`src/hdl/bsm_pkg.sv`:
```
// Shared constants and types for the bounding sphere merge block.
// No dependencies; compiled first.
package bsm_pkg;

  localparam int COORD_W         = 32;
  localparam int RAD_W           = 31;
  localparam int SQ_W            = 64;
  localparam int ROOT_W          = 32;
  localparam int DEF_MAX_SPHERES = 256;

  localparam logic [RAD_W-1:0] RAD_MAX = {RAD_W{1'b1}};

  typedef struct packed {
    logic busy;
    logic done;
  } bsm_stat_t;

endpackage

```
`src/hdl/bsm_div.sv`:
```
// Iterative signed-by-unsigned divider, one quotient bit per cycle, truncating to zero.
// Depends on bsm_pkg.
module bsm_div #(
  parameter int SUM_W = 41,
  parameter int CNT_W = 9
) (
  input  logic                         clk,
  input  logic                         rst_n,
  input  logic                         start,
  input  logic signed [SUM_W-1:0]      dividend,
  input  logic [CNT_W-1:0]             divisor,
  output logic [bsm_pkg::COORD_W-1:0]  quot,
  output bsm_pkg::bsm_stat_t           stat
);
  import bsm_pkg::*;

  localparam int STEP_W = $clog2(SUM_W + 1);

  logic [SUM_W-1:0]  quo_r;
  logic [CNT_W-1:0]  rem_r;
  logic [CNT_W-1:0]  dvs_r;
  logic              neg_r;
  logic [STEP_W-1:0] step_r;
  logic              busy_r;
  logic              done_r;

  logic [CNT_W:0]    rem_s;
  logic [CNT_W:0]    rem_d;
  logic              ge;

  assign rem_s = {rem_r, quo_r[SUM_W-1]};
  assign ge    = rem_s >= {1'b0, dvs_r};
  assign rem_d = ge ? rem_s - {1'b0, dvs_r} : rem_s;

  always_ff @(posedge clk) begin
    if (!rst_n) begin
      busy_r <= 1'b0;
      done_r <= 1'b0;
      step_r <= '0;
    end else begin
      done_r <= 1'b0;
      if (start) begin
        busy_r <= 1'b1;
        step_r <= STEP_W'(SUM_W);
      end else if (busy_r) begin
        step_r <= step_r - 1'b1;
        if (step_r == STEP_W'(1)) begin
          busy_r <= 1'b0;
          done_r <= 1'b1;
        end
      end
    end
  end

  always_ff @(posedge clk) begin
    if (start) begin
      neg_r <= dividend[SUM_W-1];
      quo_r <= dividend[SUM_W-1] ? -dividend : dividend;
      rem_r <= '0;
      dvs_r <= divisor;
    end else if (busy_r) begin
      rem_r <= rem_d[CNT_W-1:0];
      quo_r <= {quo_r[SUM_W-2:0], ge};
    end
  end

  assign quot      = neg_r ? -quo_r[COORD_W-1:0] : quo_r[COORD_W-1:0];
  assign stat.busy = busy_r;
  assign stat.done = done_r;

endmodule

```
`config.mk`:
```
export PLATFORM = sky130hd
export DESIGN_NAME = bsm_div
export DESIGN_NICKNAME = d
export VERILOG_FILES = /design/src/hdl/bsm_pkg.sv /design/src/hdl/bsm_div.sv
export SDC_FILE = /design/constraint.sdc
export NUM_CORES = 1
export LEC_CHECK = 0
export BUFFER_PORTS_ARGS = -buffer_cell sky130_fd_sc_hd__buf_2
export CORE_AREA = 10 10 107 109
export DETAILED_ROUTE_END_ITERATION = 6
export DIE_AREA = 0 0 117 119
export PLACE_DENSITY = 0.75
export SETUP_SLACK_MARGIN = 0.05
export SLEW_MARGIN = 10
export SYNTH_ARGS = -nofsm -noshare
export SYNTH_HDL_FRONTEND = slang
export SYNTH_SLANG_ARGS = --single-unit
```
`constraint.sdc`:
```
create_clock -name clk -period 3.2 [get_ports clk]
set_input_delay 0.64 -clock clk [delete_from_list [all_inputs] [get_ports clk]]
set_output_delay 0.64 -clock clk [all_outputs]
set_load 0.05 [all_outputs]
```
After elaboration in Yosys (flattened, before gate mapping)
Cells that the tools add are included.

Register bits: 68. Output and inout port bits: 34.

$lt $le $gt $ge: 1. Bitwise logic cells: 2. Reduce and logical (&&, ||, !) cells: 3. Eq/ne operators: 1. Add/subtract/negate cells: 4. Mux-type cells: 11.

Operator list (count): $mux 41 (3); $neg 41->41 (1); $mux 32 (1); $neg 32->32 (1); $mux 6 (2); $ge 10x9->1 (1); $mux 9 (1); $sub 9x9->9 (1); $eq 6x1->1 const B (1); $sub 6x1->6 const B (1); $mux 1 (4); $reduce_or 3->1 (1); $not 1->1 (2); $reduce_bool 2->1 (1); $reduce_or 2->1 (1).

Longest topological paths before layout
Word-level depth: 4. Mapped depth: 10.

Worst setup path before layout
OpenSTA, ideal clock, no wires.

Path type: reg-to-output. From: reg quo_r[10]. To: out quot[30] in the netlist's numbering. Slack: -0.425 ns. Path buffers: 0. Required time: 2.560 ns. Stages on the path, launching flop included: 7. Arrival: 2.985 ns. Cells stage by stage: edfxtp_1 -> or3_4 -> or4b_4 -> or4_4 -> or3_4 -> o41ai_2 -> xnor2_1.

Cells in the longest elaborated chain, start to end: 2.

RTL lines: start, declared (line bsm_div.sv:19) `logic [SUM_W-1:0] quo_r;`; start signal, assigned (line bsm_div.sv:58) `quo_r <= dividend[SUM_W-1] ? -dividend : dividend;`; start signal, assigned (line bsm_div.sv:63) `quo_r <= {quo_r[SUM_W-2:0], ge};`; $neg 32->32 (line bsm_div.sv:67) `assign quot = neg_r ? -quo_r[COORD_W-1:0] : quo_r[COORD_W-1:0];`; $mux 32 (line bsm_div.sv:67); end, declared (line bsm_div.sv:12) `output logic [bsm_pkg::COORD_W-1:0] quot,`.

Every way passes these cells.

Worst setup path after layout
From: reg quo_r[8]. To: out quot[30] in the netlist's numbering.

The elaborated chain is that of the path after synthesis.

==> impl_metrics.toml <==
[final_layout]
drive_above_1_share_pct = 32.4
final_nets = 674
area_growth_pct = 34.8
stdcell_count = 727

[floorplanning]
core_sq_um = 9460
io_pins = 87
rows = 36
die_w_microns = 117
dieArea_sq_um = 13900
initial_core_util_pct = 48.3
fp.dieH_microns = 119

[place]
gp_congestion = 0.852
pre_cts_slack_ns = -0.478
portBuffers = 86
place_inst = 699
hpwl_microns = 8950

[synth]
synthTopCellsByCount = "nor2_1, edfxtp_1, a21oi_1"
yosysMostFrequentCell = "nor2_1"
ys_types = 48
synthTopCellsByArea = "edfxtp_1, xor2_1, dfxtp_1"
synth_area_per_cell_sq_um = 9.39
synth_edf_count = 51
synthFlopType = "edfxtp_1"
ys_warn_count = 0
synth_top_cell_area_share_pct = 33.5
async_flop_share_pct = 0
syn-num-nets = 554
ys_seq_area_share_pct = 41.0
synth_seq_cells = 68
syn-cell-area_sq_um = 4570
synth_top_area_cell = "edfxtp_1"
syn_inst = 487

[timing]
final_max_slew_viol_count = 0
worstMarginPinSlew_ns = 0.640
finalCriticalPeriod_ns = 3.90
finalWorstSetupSlack_ns = -0.704
finalClockSkew_ns = 0.0121
max_freq_mhz = 256
max_slew_margin_pct = 57.3
rsz0062_at_grt = "true"
hold_ws_ns = 0.470
hold_viol_final = 0
post-route-period-util_pct = 122
tns_ns = -8.95
finalSetupViolations = 21

[critical_path]
crit_fanout = 4
crit_arrival_ns = 3.26
setup.worst_path.end_class = "output port"
reg2reg_depth = 11
worstSetupPathType = "register to output port"
startpoint_type = "register"
crit_required_ns = 2.56

[grt]
grt_max_degree = 58
antenna_found_initial = 2
grt_util_all_layers_pct = 17.4
grt_remaining_overflow = 0
grt_pass1_vias = 4205
grt_pass1_wl_microns = 19900

[clocking]
clk_pin_slew_worst_paths_ns = 0.08
holdBufCountCts = 0
cts_tree = "done"
clkSinkCount = 68
numCtsBuffers = 9
htree_levels = 3
cts_buffer_depth = 2
clock_latency_ns = 0.34
clockRootBuffer = "clkbuf_8"

[power]
power_mw = 2.99
peakVddDrop_mv = 0.338
leakage_nw = 2.47
power_density_nw_per_um2 = 486

[status]
status = "finished, violations left"
failed_checks = "setup timing"

[route]
via_per_inst = 5.66
first_pass_iters = 4
ant_nets = 0
route.detailed.wl_per_inst_microns = 16.6
wirelength_microns = 12100
route.detailed.drc = 0
route.vias.total = 4112
drt_iter0_drc = 253

[min_path]
holdPathStages = 1
min_path_type = "primary input to register"

[job]
drv_cap = 0
==> layer usage <==
metal	share of wire, %	vias to the layer above	track usage [%]
li1	-	2034	-
met1	43	1928	22.0
met2	48	133	27.9
met3	7.0	15	4.32
met4	1.5	2	6.11
met5	0.11	-	0
==> final cells by class <==
| cell class | instances | area [sq um] |
|---|---|---|
| flip-flops and latches | 68 | 1870 |
| clock buffers | 13 | 224 |
| clock inverters | 3 | 26.3 |
| fillers | 747 | 3300 |
| multi-input cells | 375 | 2900 |
| well taps | 114 | 143 |
| repair buffers | 134 | 926 |
| diodes | 1 | 2.50 |
| inverters | 19 | 71.3 |
==> flip-flops by register name (all words and copies together), names as in the netlist <==
register and cells:
busy_r 1, done_r 1, dvs_r 9, neg_r 1
quo_r 41, rem_r 9, step_r 6
==> kinds of logic after synthesis <==
group / count (synthesis) / share of synthesized area (%)
AND/OR/NAND/NOR: 146 / 16.4
AO/OA/AOI/OAI: 133 / 18.9
XOR/XNOR: 77 / 14.8
flip-flops: 68 / 41.0
buffers and inverters: 44 / 3.86
adder cells (fa/ha/maj): 14 / 4.00
multiplexers: 5 / 1.15
==> where the power goes <==
group	internal, mW	leakage (nW)	total [mW]	switching [mW]
logic	0.392	1.70	1.02	0.633
registers	1.05	0.640	1.13	0.0745
clock network	0.478	0.127	0.841	0.363
==> cells in the final DEF (no fill, tap or decap), drive strengths merged, types with 6 or more instances in the layout <==
master / netlist / final
dfxtp: 17 / 17
edfxtp: 51 / 51
ha: 13 / 13
o31ai: 22 / 22
a21oi: 43 / 43
or4: 12 / 12
xor2: 40 / 40
xnor2: 37 / 37
nor4: 7 / 7
o21ai: 28 / 28
o41ai: 12 / 12
nor2: 54 / 54
or3: 15 / 15
nor3: 6 / 6
clkbuf: 20 / 13
buf: 5 / 134
inv: 19 / 21
a211oi: 7 / 7
nand2: 27 / 27
==> path summary, 6_finish.rpt <==
path,startpoint,end,slack (ns)
max,quo_r[8],quot[30],-0.70
max reg2reg,quo_r[40],rem_r[0],0.38
min,divisor[4],dvs_r[4],0.47
min reg2reg,step_r[1],step_r[1],0.48
==> through the flow <==
| stage | utilization [%] | cell area [sq um] |
|---|---|---|
| CTS | 64.3 | 6080 |
| global route | 65.1 | 6160 |
| finish | 65.1 | 6160 |
| floorplan | - | 4820 |
| global placement | 58.8 | 5560 |
| detailed placement | 58.8 | 5560 |
==> critical path, stage by stage (launching register included) <==
cell and delay [ns]:
edfxtp_1 0.39, or3_4 0.43, or4b_4 0.56, or4_4 0.46, or3_4 0.40, o41ai_4 0.36
xnor2_4 0.16, buf_6 0.17
==> timing repair <==
| item | CTS | global route |
|---|---|---|
| setup buffers | 7 | 6 |
| pin swaps | 8 | 13 |
| endpoints found under the hold margin | 0 | 0 |
| gates cloned | 0 | 0 |
| resized for setup | 57 | 13 |
| setup endpoints to repair | 24 | 24 |
(Power assumes the default switching activity.)
