`config.mk`:
```
export PLATFORM = sky130hd
export DESIGN_NAME = bsm_sqrt
export DESIGN_NICKNAME = d
export VERILOG_FILES = /design/src/hdl/bsm_pkg.sv /design/src/hdl/bsm_sqrt.sv
export SDC_FILE = /design/constraint.sdc
export NUM_CORES = 1
export LEC_CHECK = 0
export BUFFER_PORTS_ARGS = -buffer_cell sky130_fd_sc_hd__buf_2
export CAP_MARGIN = 20
export CORE_UTILIZATION = 50
export DETAILED_ROUTE_END_ITERATION = 10
export GPL_ROUTABILITY_DRIVEN = 0
export GPL_TIMING_DRIVEN = 0
export PLACE_DENSITY = 0.71
export SETUP_SLACK_MARGIN = 0.4
export SYNTH_ARGS = -nofsm -noshare
export SYNTH_HDL_FRONTEND = slang
export SYNTH_SLANG_ARGS = --single-unit
```
`constraint.sdc`:
```
create_clock -name clk -period 3.75 [get_ports clk]
set_input_delay 0.375 -clock clk [delete_from_list [all_inputs] [get_ports clk]]
set_output_delay 0.375 -clock clk [all_outputs]
set_load 0.1 [all_outputs]
```
`src/hdl/bsm_pkg.sv`:
```
// Shared constants and types for the bounding sphere merge block.
// No dependencies; compiled first.
package bsm_pkg;

  localparam int COORD_W         = 32;
  localparam int RAD_W           = 31;
  localparam int SQ_W            = 64;
  localparam int ROOT_W          = 32;
  localparam int DEF_MAX_SPHERES = 256;

  localparam logic [RAD_W-1:0] RAD_MAX = {RAD_W{1'b1}};

  typedef struct packed {
    logic busy;
    logic done;
  } bsm_stat_t;

endpackage

```
`src/hdl/bsm_sqrt.sv`:
```
// Iterative integer square root, one root bit per cycle (floor of sqrt of 64-bit value).
// Depends on bsm_pkg.
module bsm_sqrt (
  input  logic                       clk,
  input  logic                       rst_n,
  input  logic                       start,
  input  logic [bsm_pkg::SQ_W-1:0]   op,
  output logic [bsm_pkg::ROOT_W-1:0] root,
  output bsm_pkg::bsm_stat_t         stat
);
  import bsm_pkg::*;

  localparam int REM_W  = ROOT_W + 3;
  localparam int STEP_W = $clog2(ROOT_W + 1);

  logic [SQ_W-1:0]   v_r;
  logic [REM_W-1:0]  rem_r;
  logic [ROOT_W-1:0] root_r;
  logic [STEP_W-1:0] step_r;
  logic              busy_r;
  logic              done_r;

  logic [REM_W-1:0]  rem_s;
  logic [REM_W-1:0]  trial;
  logic              ge;

  assign rem_s = {rem_r[REM_W-3:0], v_r[SQ_W-1:SQ_W-2]};
  assign trial = {1'b0, root_r, 2'b01};
  assign ge    = rem_s >= trial;

  always_ff @(posedge clk) begin
    if (!rst_n) begin
      busy_r <= 1'b0;
      done_r <= 1'b0;
      step_r <= '0;
    end else begin
      done_r <= 1'b0;
      if (start) begin
        busy_r <= 1'b1;
        step_r <= STEP_W'(ROOT_W);
      end else if (busy_r) begin
        step_r <= step_r - 1'b1;
        if (step_r == STEP_W'(1)) begin
          busy_r <= 1'b0;
          done_r <= 1'b1;
        end
      end
    end
  end

  always_ff @(posedge clk) begin
    if (start) begin
      v_r    <= op;
      rem_r  <= '0;
      root_r <= '0;
    end else if (busy_r) begin
      v_r    <= {v_r[SQ_W-3:0], 2'b00};
      rem_r  <= ge ? rem_s - trial : rem_s;
      root_r <= {root_r[ROOT_W-2:0], ge};
    end
  end

  assign root      = root_r;
  assign stat.busy = busy_r;
  assign stat.done = done_r;

endmodule

```
**Word-level counts from Yosys, hierarchy flattened**

Index checks and enable logic that the tools add are counted.

- Add/sub/neg operators: 2
- $lt $le $gt $ge: 1
- Eq/ne operators: 1
- Muxes and demuxes: 9
- Bitwise operators: 2
- Reductions and logical operators: 3

Operators with widths:

| cell | number |
|---|---|
| two-way mux 64 bit | 2 |
| >= comparator 35 x 34 -> 1 bit | 1 |
| two-way mux 33 bit | 1 |
| subtractor 33 bit | 1 |
| two-way mux 6 bit | 2 |
| == test 6 x 1 -> 1 bit, second input constant | 1 |
| subtractor 6 x 1 -> 6 bit, second input constant | 1 |
| two-way mux 1 bit | 4 |
| OR reduction 3 bit | 1 |
| NOT 1 bit | 2 |
| nonzero test 2 bit | 1 |
| OR reduction 2 bit | 1 |

- Register bits: 137
- Output and inout port bits: 34
- Logic and storage cells: 25

**Longest topological paths before layout**

- Depth after elaboration: 4
- Mapped depth: 13
- Depth with buffers taken out: 10

**Least setup slack after synthesis**

Ideal clock, no wire load.

- Kind: register to register
- From: reg root_r[20] (netlist: root[20])
- To: reg rem_r[2]
- Arrival time: 3205 ps
- Data required time: 3633 ps
- Setup slack: 429 ps
- Cell stages (with the launch flop): 12
- Buffers on the path: 1
- Clock period less this slack: 3321 ps
- Cells stage by stage: dfxtp_1 inv_1 ha_1 a21oi_1 o211a_1 o41ai_4 a221oi_2 o21ai_4 or2_1 buf_6 mux2_4 a22o_1

- Cells in the longest elaborated chain, start to end: 2

Ends and longest elaborated chain:

| element | line | source |
|---|---|---|
| from (decl) | bsm_sqrt.sv:18 | `logic [ROOT_W-1:0] root_r;` |
| from (signal assigned) | bsm_sqrt.sv:59 | `root_r <= {root_r[ROOT_W-2:0], ge};` |
| >= comparator 35 x 34 -> 1 bit | bsm_sqrt.sv:29 | `assign ge = rem_s >= trial;` |
| two-way mux 33 bit | bsm_sqrt.sv:58 | `rem_r <= ge ? rem_s - trial : rem_s;` |
| to (signal assigned) | bsm_sqrt.sv:58 |  |
| to (decl) | bsm_sqrt.sv:17 | `logic [REM_W-1:0] rem_r;` |

Every way passes these cells.
A chain may end at the register's enable or synchronous reset.

**Final worst setup path**

- From: reg root_r[12] (netlist: root[12])
- To: reg rem_r[29]

- Cells in the longest elaborated chain, start to end: 2
- Elaborated cells between the ends (all ways): 3
- Classes of those cells: add/sub (1); order compare (1); mux (1)

Ends and longest elaborated chain:

| element | line |
|---|---|
| subtractor 33 bit / >= comparator 35 x 34 -> 1 bit (equally long branches) | bsm_sqrt.sv:58, bsm_sqrt.sv:29 |
| two-way mux 33 bit (*) | bsm_sqrt.sv:58 |

Every way passes the cells marked *; elsewhere a longest branch is shown, timed or not.

==> qor.yml <==
run_status:
  outcome: "complete, but fails checks"
  violations: "design-rule violations"
pwr:
  seqPwrFrac_pct: 28.9
  leakage_nw: 3.72
  p_sw_mw: 2.50
  powerDensity_nw_per_um2: 712
  pwr-share-comb_pct: 42.3
  p_clk_share_pct: 28.7
  total_power_mw: 6.42
  vdd_ir_drop_max_uv: 421
  p_int_mw: 3.92
  switching_share_pct: 39.0
worst_setup_path:
  path_buf_inv: 2
  crit_top_cell: "a21oi_1"
  critical_path_arrival_ns: 3.43
  cp_slowest_cell: "ha_1"
  cp_max_fo: 10
  ff2ff_setup_slack_ns: 0.63
  path_cells: "inv_1 > ha_1 > a21oi_1 > o21ai_1 > a221oi_1 > or2_2 > a21oi_2 > nor2_2 > buf_2 > a21oi_1 > a311oi_1"
  critPathCaptureType: "flip-flop"
  slowest_delay_ns: 0.39
  path_delay_family: "compound AO/OA/AOI/OAI gates"
  start_kind: "flip-flop"
  cp.required_ns: 4.07
  path_class: "flip-flop to flip-flop"
timing:
  skew_ns: 0.00695
  whs_ns: 0.190
  period_share_pct: 83.1
  setup_tns_ns: 0
  final_hold_viol_count: 0
  period_needed_ns: 3.12
  slew_violations: 0
  timing.slew.headroom_pct: 44.9
  tightestPinTransition_ns: 0.826
  rsz0062_at_grt: "false"
  fmax_mhz: 321
  setup_viol: 0
routing:
  drtAntennaViolNets: 0
  first_iter_violations: 401
  wire_per_inst_um: 16.2
  drtPass1Iterations: 8
  vias_per_cell: 5.60
  drc: 3
  vias: 5976
  totalWireLength_mm: 17.3
floorplanning:
  die_y_um: 125
  num_rows: 44
  die_w_um: 125
  ioPinCount: 101
  die-area_um2: 15700
  initial_utilization_pct: 51.9
  core_area_um2: 14700
layout:
  fin_nets: 973
  design_area_um2: 9020
  n_antenna_cell: 0
  areaGrowthSynthToFinish_pct: 18.3
  final_util_pct: 61.4
  drive_gt1_share_pct: 26.4
synthesis:
  synth-xor-area-share_pct: 2.87
  synth_warnings: 0
  synth_seq_area_share_pct: 44.4
  synth_fp_nets: 854
  async_flop_share_pct: 0
  ys_types: 68
  syn_area_um2: 7620
  synth_edf_count: 64
  yosys_register_bits: 137
  synthSimpleGateAreaFrac_pct: 12.9
  synth_flop_cell: "dfxtp_1"
  synthAdderAreaFrac_pct: 5.91
  synthMuxAreaShare_pct: 13.8
  synth_compound_area_share_pct: 15.3
  avgSynthCellArea_um2: 10.2
  synth_top_family_by_area: "compound AO/OA/AOI/OAI gates"
  synthCells: 751
clocking:
  root_buffer: "clkbuf_16"
  cts_sinks: 137
  cts_resized: 0
  cts_made_buffers: 17
  cts_setup_buffers: 0
  htree_levels: 4
  cts-hold-fix-buffers: 0
  cts_tree: "yes"
  clk_path_buf_depth: 2
  insertion_delay_ns: 0.43
  cts.reportedPaths.clkPinSlew_ns: 0.06
placement:
  placed_area_um2: 8370
  port_buffers: 99
  hpwl_mm: 12.5
global_route:
  grt_usage_pct: 22.7
  antenna_found_initial: 0
  grt.overflow.total: 0
  grt_pass1_wl_mm: 28.2
  grt_max_degree: 34
  grt_pass1_vias: 5768
flow_run:
  cap_viol_max_count: 0
hold_path:
  hold_path_class: "primary input to flip-flop"
[area by class of cell]
type,count,area [um2]
fill,1262,5680
multi-input combinational,526,3870
sequential,137,3380
timing repair buffer,100,515
clock buffer,17,425
tap,184,230
clock inverter,15,225
buffer,39,186
inverter,49,184
[sequential cells by signal (all words and copies together) (netlist names)]
signal	flops
step_r	6
busy_r	1
root	32
done_r	1
rem_r	33
v_r	64
[metal layers]
metal / vias up / global-route usage [%] / wire length (um)
li1: 2953 / - / -
met3: 34 / 7.57 / 1360
met4: 0 / 7.96 / 344
met5: - / 0 / 0
met2: 205 / 35.7 / 7820
met1: 2784 / 29.1 / 7730
[cell usage after synthesis (all sizes together), types with 24 or more instances]
cell / instances / share of area, %
a21oi: 31 / 2.3
a311oi: 24 / 3.4
clkbuf: 25 / 1.2
dfxtp: 73 / 19
edfxtp: 64 / 25
ha: 36 / 5.9
inv: 49 / 2.4
mux2: 64 / 9.5
mux2i: 33 / 4.3
nand2: 70 / 3.5
nor2: 86 / 4.3
o21ai: 25 / 1.9
[cells in the final DEF (no fill, tap or decap), types with 10 or more instances in the layout]
cell type	instances
xor2_1	10
a21oi_1	28
clkbuf_1	25
nand2_1	69
dfxtp_1	73
nand3_1	10
buf_2	104
nor3_1	12
inv_1	48
a311oi_1	16
a21o_1	11
xnor2_1	15
mux2i_1	33
clkbuf_16	17
o21ai_0	22
edfxtp_1	64
ha_1	36
nor2_1	85
mux2_2	63
[metrics by stage]
step	instances	setup slack, ns
2_1_floorplan	751	0.429
3_3_place_gp	1034	-0.000373
3_5_place_dp	1035	0.716
4_1_cts	1067	0.685
5_1_grt	1067	0.484
6_report	1067	0.635
[worst register-to-register path: cells and delay by family (launching register included)]
family | cells | cell delay (ns)
buffers and inverters | 2 | 0.44
adders and majority gates | 1 | 0.39
DFF | 1 | 0.37
AOI/OAI and AO/OA | 6 | 1.24
and+or+nand+nor | 2 | 0.58
[power by group through the flow]
stage               sequential (mW)  combinational (mW)  clock [mW]
global route                   1.87                2.98        1.93
detailed placement             1.88                2.66           0
floorplan                      1.88                2.05           0
global placement               1.88                2.64           0
finish                         1.86                2.72        1.85
CTS                            1.85                2.69        1.87
[cells by family (layout without fill, tap and decap cells)]
family	Yosys count	count (layout)
AO/OA/AOI/OAI	149	149
XOR/XNOR	25	25
adder cells (fa/ha/maj)	36	36
buffers and inverters	88	220
flip-flops	137	137
multiplexers	97	97
AND/OR/NAND/NOR	219	219
[path summary, 6_finish.rpt]
| path | end | cells past startpoint | start |
|---|---|---|---|
| setup reg to reg | rem_r[29] | 11 | root[12] |
| setup / recovery | rem_r[29] | 11 | root[12] |
| hold reg to reg | rem_r[31] | 1 | rem_r[31] |
| hold / removal | busy_r | 2 | rst_n |
No activity file was read; power rests on OpenSTA's default activity.
